**src/design/x86enc_pkg.sv**
```systemverilog
// ----------------------------------------------------------------------------
// x86enc_pkg
// Shared types, codes and encoding helpers for the x86-64 byte encoder.
// ----------------------------------------------------------------------------
package x86enc_pkg;

  localparam int OFFSET_BITS_DEF = 24;
  localparam int OFFSET_BITS_MAX = 48;
  localparam int QUEUE_DEPTH_DEF = 2;
  localparam int MAX_BYTES       = 10;
  localparam int IDX_W           = 4;

  // Request kinds.
  localparam logic [4:0] KIND_RR64    = 5'd0;
  localparam logic [4:0] KIND_RR32    = 5'd1;
  localparam logic [4:0] KIND_RR16    = 5'd2;
  localparam logic [4:0] KIND_RR8     = 5'd3;
  localparam logic [4:0] KIND_MOV64   = 5'd4;
  localparam logic [4:0] KIND_MOV32   = 5'd5;
  localparam logic [4:0] KIND_MOV16   = 5'd6;
  localparam logic [4:0] KIND_MOV8    = 5'd7;
  localparam logic [4:0] KIND_PUSH    = 5'd8;
  localparam logic [4:0] KIND_POP     = 5'd9;
  localparam logic [4:0] KIND_RET     = 5'd10;
  localparam logic [4:0] KIND_NOP     = 5'd11;
  localparam logic [4:0] KIND_JMP     = 5'd12;
  localparam logic [4:0] KIND_CALL    = 5'd13;
  localparam logic [4:0] KIND_JCC     = 5'd14;
  localparam logic [4:0] KIND_JMP_REG = 5'd15;
  localparam logic [4:0] KIND_CALL_REG = 5'd16;

  // Fixed encoding bytes.
  localparam logic [7:0] BYTE_OPSIZE  = 8'h66;
  localparam logic [7:0] BYTE_ESCAPE  = 8'h0F;
  localparam logic [7:0] BYTE_CALL    = 8'hE8;
  localparam logic [7:0] BYTE_JMP     = 8'hE9;
  localparam logic [7:0] BYTE_MOV_IMM = 8'hB8;
  localparam logic [7:0] BYTE_MOV_IMM8 = 8'hB0;
  localparam logic [7:0] BYTE_PUSH    = 8'h50;
  localparam logic [7:0] BYTE_POP     = 8'h58;
  localparam logic [7:0] BYTE_RET     = 8'hC3;
  localparam logic [7:0] BYTE_NOP     = 8'h90;
  localparam logic [7:0] BYTE_REX     = 8'h40;
  localparam logic [7:0] BYTE_JCC     = 8'h80;
  localparam logic [7:0] BYTE_GROUP5  = 8'hFF;
  localparam logic [7:0] BYTE_MOD_REG = 8'hC0;

  localparam logic [2:0] EXT_CALL = 3'd2;
  localparam logic [2:0] EXT_JMP  = 3'd4;

  // One classified instruction, ready for byte-by-byte emission.
  typedef struct packed {
    logic [MAX_BYTES-1:0][7:0] bytes;
    logic [IDX_W-1:0]          last_idx;
    logic                      reloc;
    logic [IDX_W-1:0]          reloc_idx;
    logic [9:0]                label;
  } x86enc_desc_t;

  function automatic logic [7:0] rex_byte(input logic w, input logic r, input logic b);
    rex_byte = BYTE_REX | {4'b0, w, r, 1'b0, b};
  endfunction

  function automatic logic [7:0] modrm_byte(input logic [2:0] reg_f, input logic [2:0] rm_f);
    modrm_byte = BYTE_MOD_REG | {2'b00, reg_f, rm_f};
  endfunction

endpackage

```
**src/design/x86enc_if.sv**
```systemverilog
// ----------------------------------------------------------------------------
// x86enc_if
// Valid/ready channels for instruction requests and emitted code bytes.
// ----------------------------------------------------------------------------
interface x86enc_req_if;
  logic        valid;
  logic        ready;
  logic [4:0]  kind;
  logic [7:0]  opcode;
  logic [3:0]  first_reg;
  logic [3:0]  second_reg;
  logic [63:0] immediate;
  logic [3:0]  condition;
  logic [9:0]  target_label;

  modport source (output valid, kind, opcode, first_reg, second_reg, immediate,
                  condition, target_label, input ready);
  modport sink (input valid, kind, opcode, first_reg, second_reg, immediate,
                condition, target_label, output ready);
endinterface

interface x86enc_byte_if;
  logic        valid;
  logic        ready;
  logic [7:0]  code_byte;
  logic [23:0] byte_offset;
  logic        last_byte;
  logic        reloc_start;
  logic [9:0]  reloc_label;
  logic        overflowed;

  modport source (output valid, code_byte, byte_offset, last_byte, reloc_start,
                  reloc_label, overflowed, input ready);
  modport sink (input valid, code_byte, byte_offset, last_byte, reloc_start,
                reloc_label, overflowed, output ready);
endinterface

```
**src/design/x86_64_instruction_byte_encoder.sv**
```systemverilog
// ----------------------------------------------------------------------------
// x86_64_instruction_byte_encoder
// Encodes one x86-64 instruction request into its bytes, one byte per item.
// ----------------------------------------------------------------------------
//
//   Channel  Dir  Item carried
//   -------  ---  ---------------------------------------------------------
//   req      in   kind, opcode, first_reg, second_reg, immediate, condition,
//                 target_label
//   emit     out  code_byte, byte_offset, last_byte, reloc_start,
//                 reloc_label, overflowed
//
// An instruction leaves as 1 to 10 bytes, one per item, through the single
// byte-wide output register of the back end. The front end takes a request
// in every cycle in which the descriptor queue has room, so requests are
// accepted while earlier bytes still wait on a stalled output. Requests
// with an unused kind are taken and produce nothing. A synchronous reset
// clears the queue, the byte position and the sticky wrap flag; a stall on
// emit simply holds the byte.
//
// Structure: the front classifies each request into a descriptor holding
// all of its bytes, the length and where a rel32 slot starts; the queue
// decouples it from the back end, which walks the descriptor and tags each
// byte with the running offset.
module x86_64_instruction_byte_encoder #(
  parameter int OFFSET_BITS = x86enc_pkg::OFFSET_BITS_DEF,
  parameter int QUEUE_DEPTH = x86enc_pkg::QUEUE_DEPTH_DEF
) (
  input  logic          clk,
  input  logic          rst,
  x86enc_req_if.sink    req,
  x86enc_byte_if.source emit
);

  logic                     q_push;
  logic                     q_full;
  logic                     q_pop;
  logic                     q_avail;
  x86enc_pkg::x86enc_desc_t push_desc;
  x86enc_pkg::x86enc_desc_t pop_desc;

  x86enc_front u_front (
    .req    (req),
    .q_full (q_full),
    .q_push (q_push),
    .q_desc (push_desc)
  );

  x86enc_queue #(
    .DEPTH (QUEUE_DEPTH)
  ) u_queue (
    .clk       (clk),
    .rst       (rst),
    .push      (q_push),
    .push_desc (push_desc),
    .full      (q_full),
    .pop       (q_pop),
    .avail     (q_avail),
    .pop_desc  (pop_desc)
  );

  x86enc_back #(
    .OFFSET_BITS (OFFSET_BITS)
  ) u_back (
    .clk     (clk),
    .rst     (rst),
    .q_avail (q_avail),
    .q_desc  (pop_desc),
    .q_pop   (q_pop),
    .emit    (emit)
  );

endmodule

```
**src/design/x86enc_front.sv**
```systemverilog
// ----------------------------------------------------------------------------
// x86enc_front
// Accepts requests and turns each into a byte descriptor for the queue.
// ----------------------------------------------------------------------------
module x86enc_front (
  x86enc_req_if.sink            req,
  input  logic                  q_full,
  output logic                  q_push,
  output x86enc_pkg::x86enc_desc_t q_desc
);

  logic                     known;
  logic                     b_ext;
  logic                     r_ext;
  logic [2:0]               rm;
  logic [7:0]               opc_eff;
  x86enc_pkg::x86enc_desc_t desc;

  assign b_ext   = req.first_reg[3];
  assign r_ext   = req.second_reg[3];
  assign rm      = req.first_reg[2:0];
  assign opc_eff = (req.kind == x86enc_pkg::KIND_RR8) ? req.opcode - 8'd1 : req.opcode;

  always_comb begin
    desc           = '0;
    desc.label     = req.target_label;
    known          = 1'b1;
    unique case (req.kind)
      x86enc_pkg::KIND_RR64, x86enc_pkg::KIND_RR32, x86enc_pkg::KIND_RR8: begin
        desc.bytes[0] = x86enc_pkg::rex_byte(req.kind == x86enc_pkg::KIND_RR64, r_ext, b_ext);
        desc.bytes[1] = opc_eff;
        desc.bytes[2] = x86enc_pkg::modrm_byte(req.second_reg[2:0], rm);
        desc.last_idx = 4'd2;
      end
      x86enc_pkg::KIND_RR16: begin
        desc.bytes[0] = x86enc_pkg::BYTE_OPSIZE;
        desc.bytes[1] = x86enc_pkg::rex_byte(1'b0, r_ext, b_ext);
        desc.bytes[2] = opc_eff;
        desc.bytes[3] = x86enc_pkg::modrm_byte(req.second_reg[2:0], rm);
        desc.last_idx = 4'd3;
      end
      x86enc_pkg::KIND_MOV64: begin
        desc.bytes[0] = x86enc_pkg::rex_byte(1'b1, 1'b0, b_ext);
        desc.bytes[1] = x86enc_pkg::BYTE_MOV_IMM + {5'b0, rm};
        for (int i = 0; i < 8; i++) begin
          desc.bytes[2+i] = req.immediate[8*i +: 8];
        end
        desc.last_idx = 4'd9;
      end
      x86enc_pkg::KIND_MOV32: begin
        desc.bytes[0] = x86enc_pkg::rex_byte(1'b0, 1'b0, b_ext);
        desc.bytes[1] = x86enc_pkg::BYTE_MOV_IMM + {5'b0, rm};
        for (int i = 0; i < 4; i++) begin
          desc.bytes[2+i] = req.immediate[8*i +: 8];
        end
        desc.last_idx = 4'd5;
      end
      x86enc_pkg::KIND_MOV16: begin
        desc.bytes[0] = x86enc_pkg::BYTE_OPSIZE;
        desc.bytes[1] = x86enc_pkg::rex_byte(1'b0, 1'b0, b_ext);
        desc.bytes[2] = x86enc_pkg::BYTE_MOV_IMM + {5'b0, rm};
        desc.bytes[3] = req.immediate[7:0];
        desc.bytes[4] = req.immediate[15:8];
        desc.last_idx = 4'd4;
      end
      x86enc_pkg::KIND_MOV8: begin
        desc.bytes[0] = x86enc_pkg::rex_byte(1'b0, 1'b0, b_ext);
        desc.bytes[1] = x86enc_pkg::BYTE_MOV_IMM8 + {5'b0, rm};
        desc.bytes[2] = req.immediate[7:0];
        desc.last_idx = 4'd2;
      end
      x86enc_pkg::KIND_PUSH, x86enc_pkg::KIND_POP: begin
        desc.bytes[0] = x86enc_pkg::rex_byte(1'b0, 1'b0, b_ext);
        desc.bytes[1] = ((req.kind == x86enc_pkg::KIND_PUSH) ? x86enc_pkg::BYTE_PUSH
                                                             : x86enc_pkg::BYTE_POP)
                        + {5'b0, rm};
        desc.last_idx = 4'd1;
      end
      x86enc_pkg::KIND_RET: begin
        desc.bytes[0] = x86enc_pkg::BYTE_RET;
        desc.last_idx = 4'd0;
      end
      x86enc_pkg::KIND_NOP: begin
        desc.bytes[0] = x86enc_pkg::BYTE_NOP;
        desc.last_idx = 4'd0;
      end
      x86enc_pkg::KIND_JMP, x86enc_pkg::KIND_CALL: begin
        desc.bytes[0]  = (req.kind == x86enc_pkg::KIND_CALL) ? x86enc_pkg::BYTE_CALL
                                                             : x86enc_pkg::BYTE_JMP;
        desc.reloc     = 1'b1;
        desc.reloc_idx = 4'd1;
        desc.last_idx  = 4'd4;
      end
      x86enc_pkg::KIND_JCC: begin
        desc.bytes[0]  = x86enc_pkg::BYTE_ESCAPE;
        desc.bytes[1]  = x86enc_pkg::BYTE_JCC + {4'b0, req.condition};
        desc.reloc     = 1'b1;
        desc.reloc_idx = 4'd2;
        desc.last_idx  = 4'd5;
      end
      x86enc_pkg::KIND_JMP_REG, x86enc_pkg::KIND_CALL_REG: begin
        desc.bytes[0] = x86enc_pkg::rex_byte(1'b1, 1'b0, b_ext);
        desc.bytes[1] = x86enc_pkg::BYTE_GROUP5;
        desc.bytes[2] = x86enc_pkg::modrm_byte(
                          (req.kind == x86enc_pkg::KIND_CALL_REG) ? x86enc_pkg::EXT_CALL
                                                                  : x86enc_pkg::EXT_JMP,
                          rm);
        desc.last_idx = 4'd2;
      end
      default: begin
        // Kinds without an encoding are consumed and produce no bytes.
        known = 1'b0;
      end
    endcase
  end

  assign req.ready = !q_full;
  assign q_push    = req.valid && !q_full && known;
  assign q_desc    = desc;

endmodule

```
**src/design/x86enc_queue.sv**
```systemverilog
// ----------------------------------------------------------------------------
// x86enc_queue
// Small descriptor FIFO between the classifying front and the emitting back.
// ----------------------------------------------------------------------------
module x86enc_queue #(
  parameter int DEPTH = x86enc_pkg::QUEUE_DEPTH_DEF
) (
  input  logic                     clk,
  input  logic                     rst,
  input  logic                     push,
  input  x86enc_pkg::x86enc_desc_t push_desc,
  output logic                     full,
  input  logic                     pop,
  output logic                     avail,
  output x86enc_pkg::x86enc_desc_t pop_desc
);

  localparam int PTR_W = (DEPTH > 1) ? $clog2(DEPTH) : 1;
  localparam int CNT_W = $clog2(DEPTH + 1);

  x86enc_pkg::x86enc_desc_t entries [DEPTH];
  logic [PTR_W-1:0]         wr_ptr;
  logic [PTR_W-1:0]         rd_ptr;
  logic [CNT_W-1:0]         count;

  function automatic logic [PTR_W-1:0] ptr_inc(input logic [PTR_W-1:0] p);
    ptr_inc = (p == PTR_W'(DEPTH - 1)) ? '0 : p + 1'b1;
  endfunction

  assign full     = (count == CNT_W'(DEPTH));
  assign avail    = (count != '0);
  assign pop_desc = entries[rd_ptr];

  always_ff @(posedge clk) begin
    if (push) begin
      entries[wr_ptr] <= push_desc;
    end
  end

  always_ff @(posedge clk) begin
    if (rst) begin
      wr_ptr <= '0;
      rd_ptr <= '0;
      count  <= '0;
    end else begin
      if (push) begin
        wr_ptr <= ptr_inc(wr_ptr);
      end
      if (pop) begin
        rd_ptr <= ptr_inc(rd_ptr);
      end
      if (push && !pop) begin
        count <= count + 1'b1;
      end else if (pop && !push) begin
        count <= count - 1'b1;
      end
    end
  end

  a_no_push_when_full: assert property (@(posedge clk) disable iff (rst)
    push |-> !full)
    else $error("descriptor pushed into a full queue");

  a_no_pop_when_empty: assert property (@(posedge clk) disable iff (rst)
    pop |-> avail)
    else $error("descriptor popped from an empty queue");

endmodule

```
**src/design/x86enc_back.sv**
```systemverilog
// ----------------------------------------------------------------------------
// x86enc_back
// Walks one descriptor at a time and emits its bytes with offset and flags.
// ----------------------------------------------------------------------------
module x86enc_back #(
  parameter int OFFSET_BITS = x86enc_pkg::OFFSET_BITS_DEF
) (
  input  logic                     clk,
  input  logic                     rst,
  input  logic                     q_avail,
  input  x86enc_pkg::x86enc_desc_t q_desc,
  output logic                     q_pop,
  x86enc_byte_if.source            emit
);

  x86enc_pkg::x86enc_desc_t        cur;
  logic                            cur_valid;
  logic [x86enc_pkg::IDX_W-1:0]    cur_idx;
  logic [OFFSET_BITS-1:0]          position;
  logic [OFFSET_BITS-1:0]          position_next;
  logic                            wrap_flag;
  logic                            out_valid;
  logic                            load;
  logic                            at_last;
  logic                            at_reloc;
  logic [x86enc_pkg::OFFSET_BITS_MAX-1:0] position_ext;

  assign load          = cur_valid && (!out_valid || emit.ready);
  assign at_last       = (cur_idx == cur.last_idx);
  assign at_reloc      = cur.reloc && (cur_idx == cur.reloc_idx);
  assign q_pop         = q_avail && (!cur_valid || (load && at_last));
  assign position_next = position + 1'b1;
  assign position_ext  = x86enc_pkg::OFFSET_BITS_MAX'(position);

  always_ff @(posedge clk) begin
    if (rst) begin
      cur_valid <= 1'b0;
      cur_idx   <= '0;
      position  <= '0;
      wrap_flag <= 1'b0;
      out_valid <= 1'b0;
    end else begin
      if (q_pop) begin
        cur_valid <= 1'b1;
        cur_idx   <= '0;
      end else if (load) begin
        if (at_last) begin
          cur_valid <= 1'b0;
        end
        cur_idx <= cur_idx + 1'b1;
      end
      if (load) begin
        position <= position_next;
        if (position_next == '0) begin
          wrap_flag <= 1'b1;
        end
        out_valid <= 1'b1;
      end else if (emit.ready) begin
        out_valid <= 1'b0;
      end
    end
  end

  always_ff @(posedge clk) begin
    if (q_pop) begin
      cur <= q_desc;
    end
    if (load) begin
      emit.code_byte   <= cur.bytes[cur_idx];
      emit.byte_offset <= position_ext[23:0];
      emit.last_byte   <= at_last;
      emit.reloc_start <= at_reloc;
      emit.reloc_label <= at_reloc ? cur.label : 10'd0;
      emit.overflowed  <= wrap_flag;
    end
  end

  assign emit.valid = out_valid;

  a_idx_in_range: assert property (@(posedge clk) disable iff (rst)
    cur_valid |-> cur_idx <= cur.last_idx)
    else $error("byte index ran past the end of the instruction");

  a_reloc_not_last: assert property (@(posedge clk) disable iff (rst)
    (emit.valid && emit.reloc_start) |-> !emit.last_byte)
    else $error("relocation slot start marked as final byte");

endmodule

```
**src/flat_wrapper.sv**
```systemverilog
// flat-port wrapper written by rule: the top's interface ports become plain ports
module x86_64_instruction_byte_encoder_flat 
#(
  parameter int OFFSET_BITS = x86enc_pkg::OFFSET_BITS_DEF,
  parameter int QUEUE_DEPTH = x86enc_pkg::QUEUE_DEPTH_DEF
)
  (clk, rst, req_valid, req_kind, req_opcode, req_first_reg, req_second_reg, req_immediate, req_condition, req_target_label, req_ready, emit_valid, emit_code_byte, emit_byte_offset, emit_last_byte, emit_reloc_start, emit_reloc_label, emit_overflowed, emit_ready);
  x86enc_req_if req_i ();
  x86enc_byte_if emit_i ();
  input  logic clk;
  input  logic rst;
  input wire logic [$bits(req_i.valid)-1:0] req_valid;
  input wire logic [$bits(req_i.kind)-1:0] req_kind;
  input wire logic [$bits(req_i.opcode)-1:0] req_opcode;
  input wire logic [$bits(req_i.first_reg)-1:0] req_first_reg;
  input wire logic [$bits(req_i.second_reg)-1:0] req_second_reg;
  input wire logic [$bits(req_i.immediate)-1:0] req_immediate;
  input wire logic [$bits(req_i.condition)-1:0] req_condition;
  input wire logic [$bits(req_i.target_label)-1:0] req_target_label;
  output wire logic [$bits(req_i.ready)-1:0] req_ready;
  output wire logic [$bits(emit_i.valid)-1:0] emit_valid;
  output wire logic [$bits(emit_i.code_byte)-1:0] emit_code_byte;
  output wire logic [$bits(emit_i.byte_offset)-1:0] emit_byte_offset;
  output wire logic [$bits(emit_i.last_byte)-1:0] emit_last_byte;
  output wire logic [$bits(emit_i.reloc_start)-1:0] emit_reloc_start;
  output wire logic [$bits(emit_i.reloc_label)-1:0] emit_reloc_label;
  output wire logic [$bits(emit_i.overflowed)-1:0] emit_overflowed;
  input wire logic [$bits(emit_i.ready)-1:0] emit_ready;
  assign req_i.valid = req_valid;
  assign req_i.kind = req_kind;
  assign req_i.opcode = req_opcode;
  assign req_i.first_reg = req_first_reg;
  assign req_i.second_reg = req_second_reg;
  assign req_i.immediate = req_immediate;
  assign req_i.condition = req_condition;
  assign req_i.target_label = req_target_label;
  assign req_ready = req_i.ready;
  assign emit_valid = emit_i.valid;
  assign emit_code_byte = emit_i.code_byte;
  assign emit_byte_offset = emit_i.byte_offset;
  assign emit_last_byte = emit_i.last_byte;
  assign emit_reloc_start = emit_i.reloc_start;
  assign emit_reloc_label = emit_i.reloc_label;
  assign emit_overflowed = emit_i.overflowed;
  assign emit_i.ready = emit_ready;
  x86_64_instruction_byte_encoder #(.OFFSET_BITS(OFFSET_BITS), .QUEUE_DEPTH(QUEUE_DEPTH)) u_core (.clk(clk), .rst(rst), .req(req_i), .emit(emit_i));
endmodule
```
**config.mk**
```make
export PLATFORM = sky130hd
export DESIGN_NAME = x86_64_instruction_byte_encoder_flat
export DESIGN_NICKNAME = d
export VERILOG_FILES = /design/src/design/x86enc_pkg.sv /design/src/design/x86enc_if.sv /design/src/design/x86_64_instruction_byte_encoder.sv /design/src/design/x86enc_front.sv /design/src/design/x86enc_queue.sv /design/src/design/x86enc_back.sv /design/src/flat_wrapper.sv
export SDC_FILE = /design/constraint.sdc
export NUM_CORES = 1
export LEC_CHECK = 0
export BUFFER_PORTS_ARGS = -buffer_cell sky130_fd_sc_hd__buf_2
export CORE_MARGIN = 1
export CORE_UTILIZATION = 60
export DETAILED_ROUTE_END_ITERATION = 10
export PLACE_DENSITY = 0.81
export SLEW_MARGIN = 30
export SYNTH_ARGS = -nofsm -noshare
export SYNTH_HDL_FRONTEND = slang
export SYNTH_SLANG_ARGS = --single-unit
```
**constraint.sdc**
```tcl
create_clock -name clk -period 10.3 [get_ports clk]
set_clock_uncertainty 0.1 [all_clocks]
set_input_delay 0.515 -clock clk [delete_from_list [all_inputs] [get_ports clk]]
set_output_delay 0.515 -clock clk [all_outputs]
set_load 0.05 [all_outputs]
```
== After elaboration in Yosys (flattened, before gate mapping) ==
Memory sizes are Yosys's and may differ from the RTL's. A register that Yosys moved wholly into a read port is not among the register bits.
Cells that the tools add are included.

* Add/subtract/negate cells: 11
* Magnitude comparators: 1
* Eq/ne operators: 19
* Muxes and demuxes: 26
* Reduce and logical (&&, ||, !) cells: 32

{| class="wikitable"
|+ Operators by type and width
! kind !! count
|-
| case mux 12 bit (12 select lines) || 1
|-
| case mux 8 bit (8 select lines) || 1
|-
| == test 5 x 4 -> 1 bit, second input constant || 8
|-
| case mux 8 bit (5 select lines) || 1
|-
| binary-select mux 8 bit (select 4 bit) || 1
|-
| two-way mux 32 bit || 1
|-
| adder 24 x 1 -> 24 bit, second input constant || 1
|-
| zero test 24 bit || 1
|-
| two-way mux 8 bit || 3
|-
| case mux 8 bit (3 select lines) || 1
|-
| == test 5 x 3 -> 1 bit, second input constant || 4
|-
| OR reduction 17 bit || 1
|-
| adder 8 x 3 -> 8 bit, first input constant || 2
|-
| case mux 8 bit (2 select lines) || 1
|-
| two-way mux 1 bit || 11
|-
| == test 5 x 2 -> 1 bit, second input constant || 2
|-
| case mux 5 bit (2 select lines) || 1
|-
| nonzero test 2 bit || 5
|-
| OR reduction 2 bit || 5
|-
| adder 7 x 3 -> 8 bit || 1
|-
| adder 8 x 4 -> 8 bit, first input constant || 1
|-
| == test 4 bit || 2
|-
| logical AND 1 bit || 8
|-
| subtractor 8 x 1 -> 8 bit, second input constant || 1
|-
| other kinds (16) || 25
|}

* Register bits: 80
* Bits in writable memories: 198
* Bits of input ports: 103
* Output and inout bits: 47
* Word-level logic and storage cells: 104
* Memories kept: 1

{| class="wikitable"
|+ Memory list
! memory !! words !! width !! read ports !! clocked after Yosys merged registers in !! wr ports !! RTL line !! source
|-
| u_core.u_queue.entries || 2 || 99 || 1 || 1 || 1 || x86enc_queue.sv:21 || <nowiki>x86enc_pkg::x86enc_desc_t entries [DEPTH];</nowiki>
|}

== Logic depth before layout (Yosys ltp) ==
* Word-level depth: 9
* Gate-level depth with buffers: 10
* Depth with buffers taken out: 9

== Modules after synthesis ==
From an unflattened synthesis, not the netlist that was laid out.

* Cells, all modules: 1,011
* Area total of the unflattened synthesis: 15,895.2 um2

{| class="wikitable"
|+ Modules (own cells, without submodules)
! module !! instances !! cells an instance !! area an instance (um2) !! sequential area each (um2)
|-
| x86enc_queue || 1 || 330 || 7,379.6 || 6,045.8
|-
| x86enc_back || 1 || 426 || 6,831.6 || 4,944.7
|-
| x86enc_front || 1 || 255 || 1,684.1 || 0.0
|}

== Least setup slack after synthesis ==
OpenSTA, ideal clock, no wires.

* Path kind: input-to-reg
* From: input req_kind[3]
* To: memory u_core.u_queue.entries[0][0] (netlist name) (enable)
* Library setup time: 0.554 ns
* Data arrival time: 5.396 ns
* Required time: 9.646 ns
* Slack: 4.250 ns
* Cell stages on the path: 6
* Buffers on the path: 1
* Cells stage by stage: clkbuf_1 nor2_1 nand2_1 nand2_1 nand3_1 nor2_1

* Cells in the longest elaborated chain, start to end: 6
* Elaborated cells between the ends (all ways): 22
* Classes of those cells: eq/ne (16); mux (3); reduce/logical (3)

{| class="wikitable"
|+ Ends and longest elaborated chain
! item !! RTL line !! source
|-
| start: declaration || flat_wrapper.sv:13 || <nowiki>input wire logic [$bits(req_i.kind)-1:0] req_kind;</nowiki>
|-
| == test 5 x 2 -> 1 bit, or another cell as far along || x86enc_front.sv:28 || <nowiki>unique case (req.kind)</nowiki>
|-
| OR reduction 17 bit (no line) (*) || -- ||
|-
| two-way mux 1 bit (*) || x86enc_front.sv:28 ||
|-
| logical AND 1 bit (*) || x86enc_front.sv:118 || <nowiki>assign q_push = req.valid && !q_full && known;</nowiki>
|-
| two-way mux 1 bit (*) || x86enc_queue.sv:35 || <nowiki>if (push) begin</nowiki>
|-
| two-way mux 1 bit (implied by the code) (*) || x86enc_queue.sv:36 || <nowiki>entries[wr_ptr] <= push_desc;</nowiki>
|-
| end: declaration || x86enc_queue.sv:21 ||
|}

Mark *: on every way between the ends. The rest lies on a longest branch, timed or not.

== Worst setup path after layout ==
* From: input req_kind[2]
* To: memory u_core.u_queue.entries[1][4] (netlist name) (enable)

Same word-level chain as after synthesis.

==> flow_summary.ini <==
[global_routing]
grt_pass1_vias = 8330
grt_max_degree = 98
grt_first_pass_wirelength_um = 45600
track_usage_pct = 22.9
antenna_found_initial = 0
grt_overflow = 0

[yosys]
synth_top_family_by_area = multiplexers
synth_xor_xnor_area_share_pct = 2.91
ys.flop_type = edfxtp_1
synth_top_area_share_pct = 65.7
ys_seq_elements = 371
synthTopCellsByArea = edfxtp_1 (66%), mux2_2 (7.1%), dfxtp_1 (4.6%), mux4_2 (2.3%), and2_1 (2.1%)
synth-compound-area-share_pct = 4.87
synth-edff-count = 336
synth_cells = 978
synth_top_area_cell = edfxtp_1
ys_types = 70
syn-cell-area_um2 = 15400
synth_most_common_cell = edfxtp_1
synthMuxAreaShare_pct = 10.6
syn_avg_cell_area_um2 = 15.7
synthTopCellsByCount = edfxtp_1 (336), mux2_2 (97), nor2_1 (62)
synth_fp_nets = 1085
async_reset_ff_share_pct = 0
yosys_warnings = 0
synthAdderAreaFrac_pct = 0.326
synthSimpleGateAreaFrac_pct = 8.74
yosysSeqAreaShare_pct = 70.3

[cts]
cts_resized = 0
postCtsSetupBuffers = 0
clock_latency_ps = 530
cts.sinks = 371
htree_num_levels = 2
cts_tree = built
cts_buffer_depth = 3
clk_pin_slew_ps = 60
numCtsBuffers = 36
cts-hold-fix-buffers = 0
cts_root_buf = clkbuf_16

[floorplanning]
core_um2 = 25100
die_h_um = 162
start_util_pct = 61.1
dieArea_um2 = 26200
die_w_um = 162
num_rows = 58
io_pins = 150

[sta]
relSlewSlack_pct = 38.2
period_minus_slack_ps = 3330
finalCritPeriodShare_pct = 32.3
rsz0062_at_grt = false
worst_pin_slew_ps = 928
hold-worst-slack_ps = 99.4
max_freq_ghz = 0.300
hold_viol_final = 0
setup_viol = 0
fin_ws_ps = 6970
finalMaxSlewViolations = 0
fin_setup_tns_ps = 0

[critical_path]
worstPathArrival_ps = 3360
criticalPathCategory = in2reg
cp-start-kind = primary input
path_cells = buf_2 -> nor2_1 -> nand2_1 -> nand2_1 -> nand3_1 -> nor2_4 -> buf_4
crit_path_max_incr_delay_ps = 810
cpLargestDelayFamily = simple AND/OR/NAND/NOR gates
critPathMostFrequentCell = nand2_1
rr_startpoint = u_core.u_back.cur_idx[2]
critical_path_buf_inv_count = 2
startpoint = req_kind[2]
cp-end-kind = register
required_ps = 10330
worstPathMaxFanout = 68
slowest_stage = buf_4

[run]
maxCapViolCount = 0

[detailed_routing]
viasPerCell = 5.77
avgRoutedWirePerCell_um = 19.8
wl_um = 29300
vias = 8528
ant_nets = 0
drc_errors = 0
drt_iter0_markers = 723
drt_pass1_iterations = 5

[pwr]
power.total_mw = 4.32
p_leak_nw = 6.21
power_density_nw_per_um2 = 246
ir_drop_mv = 0.190

[placed_design]
place.port_buffers = 149
dp_slack_ps = 6450
place_congestion = 0.886
hpwl_um = 18700

[run_status]
status = finished, final reports clean

[finish]
num-nets-final = 1228
antenna_cells = 0
syn2layout_area_growth_pct = 14.1
drive_gt1_share_pct = 30.1

[min_path]
hp-class = in2reg
worstHoldStart = req_target_label[8]
==> metrics by stage <==
step | utilization (%) | std cells | instance area [um2]
floorplan | - | 978 | 15400
global placement | 65.0 | 1412 | 16300
detailed placement | 65.2 | 1413 | 16400
CTS | 69.8 | 1478 | 17500
global route | 69.8 | 1478 | 17500
finish | 69.8 | 1478 | 17500
==> registers in the layout, summed over array words and instances, names as in the netlist <==
name	flops
u_core.u_back.position	24
u_core.u_queue.count	2
u_core.u_back.cur_idx	4
u_core.u_back.cur	97
u_core.u_back.wrap_flag	1
u_core.u_queue.rd_ptr	1
u_core.u_back.emit.overflowed	1
u_core.u_back.emit.code_byte	8
u_core.u_back.cur_valid	1
u_core.u_back.emit.reloc_label	10
u_core.u_back.emit.last_byte	1
u_core.u_back.emit.reloc_start	1
u_core.u_back.emit.valid	1
u_core.u_queue.entries	194
u_core.u_back.emit.byte_offset	24
u_core.u_queue.wr_ptr	1
==> worst register-to-register path, cell delays in order, from the launching register on <==
cell	delay, ps
dfxtp_1	750
xor2_1	190
nor4_1	470
a21bo_1	190
o21ai_1	140
clkinv_2	80
buf_6	610
==> logic make-up after synthesis <==
kind of cell	after synthesis
buffers and inverters	73
xor gates and xnor gates	51
muxes	131
adders and majority gates	4
and+or+nand+nor	244
DFF	371
AOI/OAI and AO/OA	104
==> cell type report <==
cell class | count | area [um2]
Inverter | 21 | 80.1
Clock buffer | 46 | 958
Timing Repair Buffer | 157 | 830
Fill cell | 1636 | 7590
Tap cell | 330 | 413
Multi-Input combinational cell | 534 | 4250
Sequential cell | 371 | 10800
Clock inverter | 19 | 194
==> metal layers <==
metal  track usage (%)  vias to the layer above  part of all wire [%]
li1                  -                     4002                     -
met1              31.1                     4183                    42
met2              38.8                      299                    50
met3              3.42                       44                   5.5
met4              6.56                        0                   2.1
met5                 0                        -                     0
==> path summary, 6_finish.rpt <==
kind,depth (start not counted),endpoint,slack (ps)
max,7,u_core.u_queue.entries[1][4],6970
min reg2reg,0,u_core.u_back.emit.overflowed,350
min,1,u_core.u_queue.entries[1][8],100
max reg2reg,6,u_core.u_back.cur[42],7280
==> cell usage in the layout, fill, tap and decap left out, types with 4 or more instances in the layout <==
cell | synthesis | layout
a21oi_1 | 14 | 14
a222oi_1 | 8 | 8
a22o_1 | 11 | 11
a22oi_1 | 4 | 4
a31oi_1 | 4 | 4
and2_1 | 52 | 51
and3_1 | 5 | 5
buf_2 | 9 | 149
buf_4 | 1 | 6
clkbuf_1 | 28 | 8
clkbuf_16 | 0 | 36
clkinv_1 | 0 | 5
clkinv_2 | 0 | 9
dfxtp_1 | 35 | 32
edfxtp_1 | 336 | 336
ha_1 | 4 | 4
inv_1 | 21 | 20
mux2_2 | 97 | 97
mux2i_1 | 18 | 18
mux4_2 | 16 | 16
nand2_1 | 40 | 40
nand2b_1 | 9 | 9
nand3_1 | 18 | 18
nand4_1 | 10 | 10
nor2_1 | 62 | 60
nor3_1 | 14 | 13
nor4_1 | 6 | 5
o211ai_1 | 6 | 6
o21ai_0 | 19 | 19
o22ai_1 | 12 | 12
or3_1 | 6 | 6
xnor2_1 | 23 | 23
xor2_1 | 28 | 28
==> report_power, final <==
part	internal, mW	switching, mW	total (mW)
clock	0.741	0.533	1.27
combinational	0.303	0.541	0.844
sequential	2.06	0.143	2.20
No activity file was read; power rests on OpenSTA's default activity.
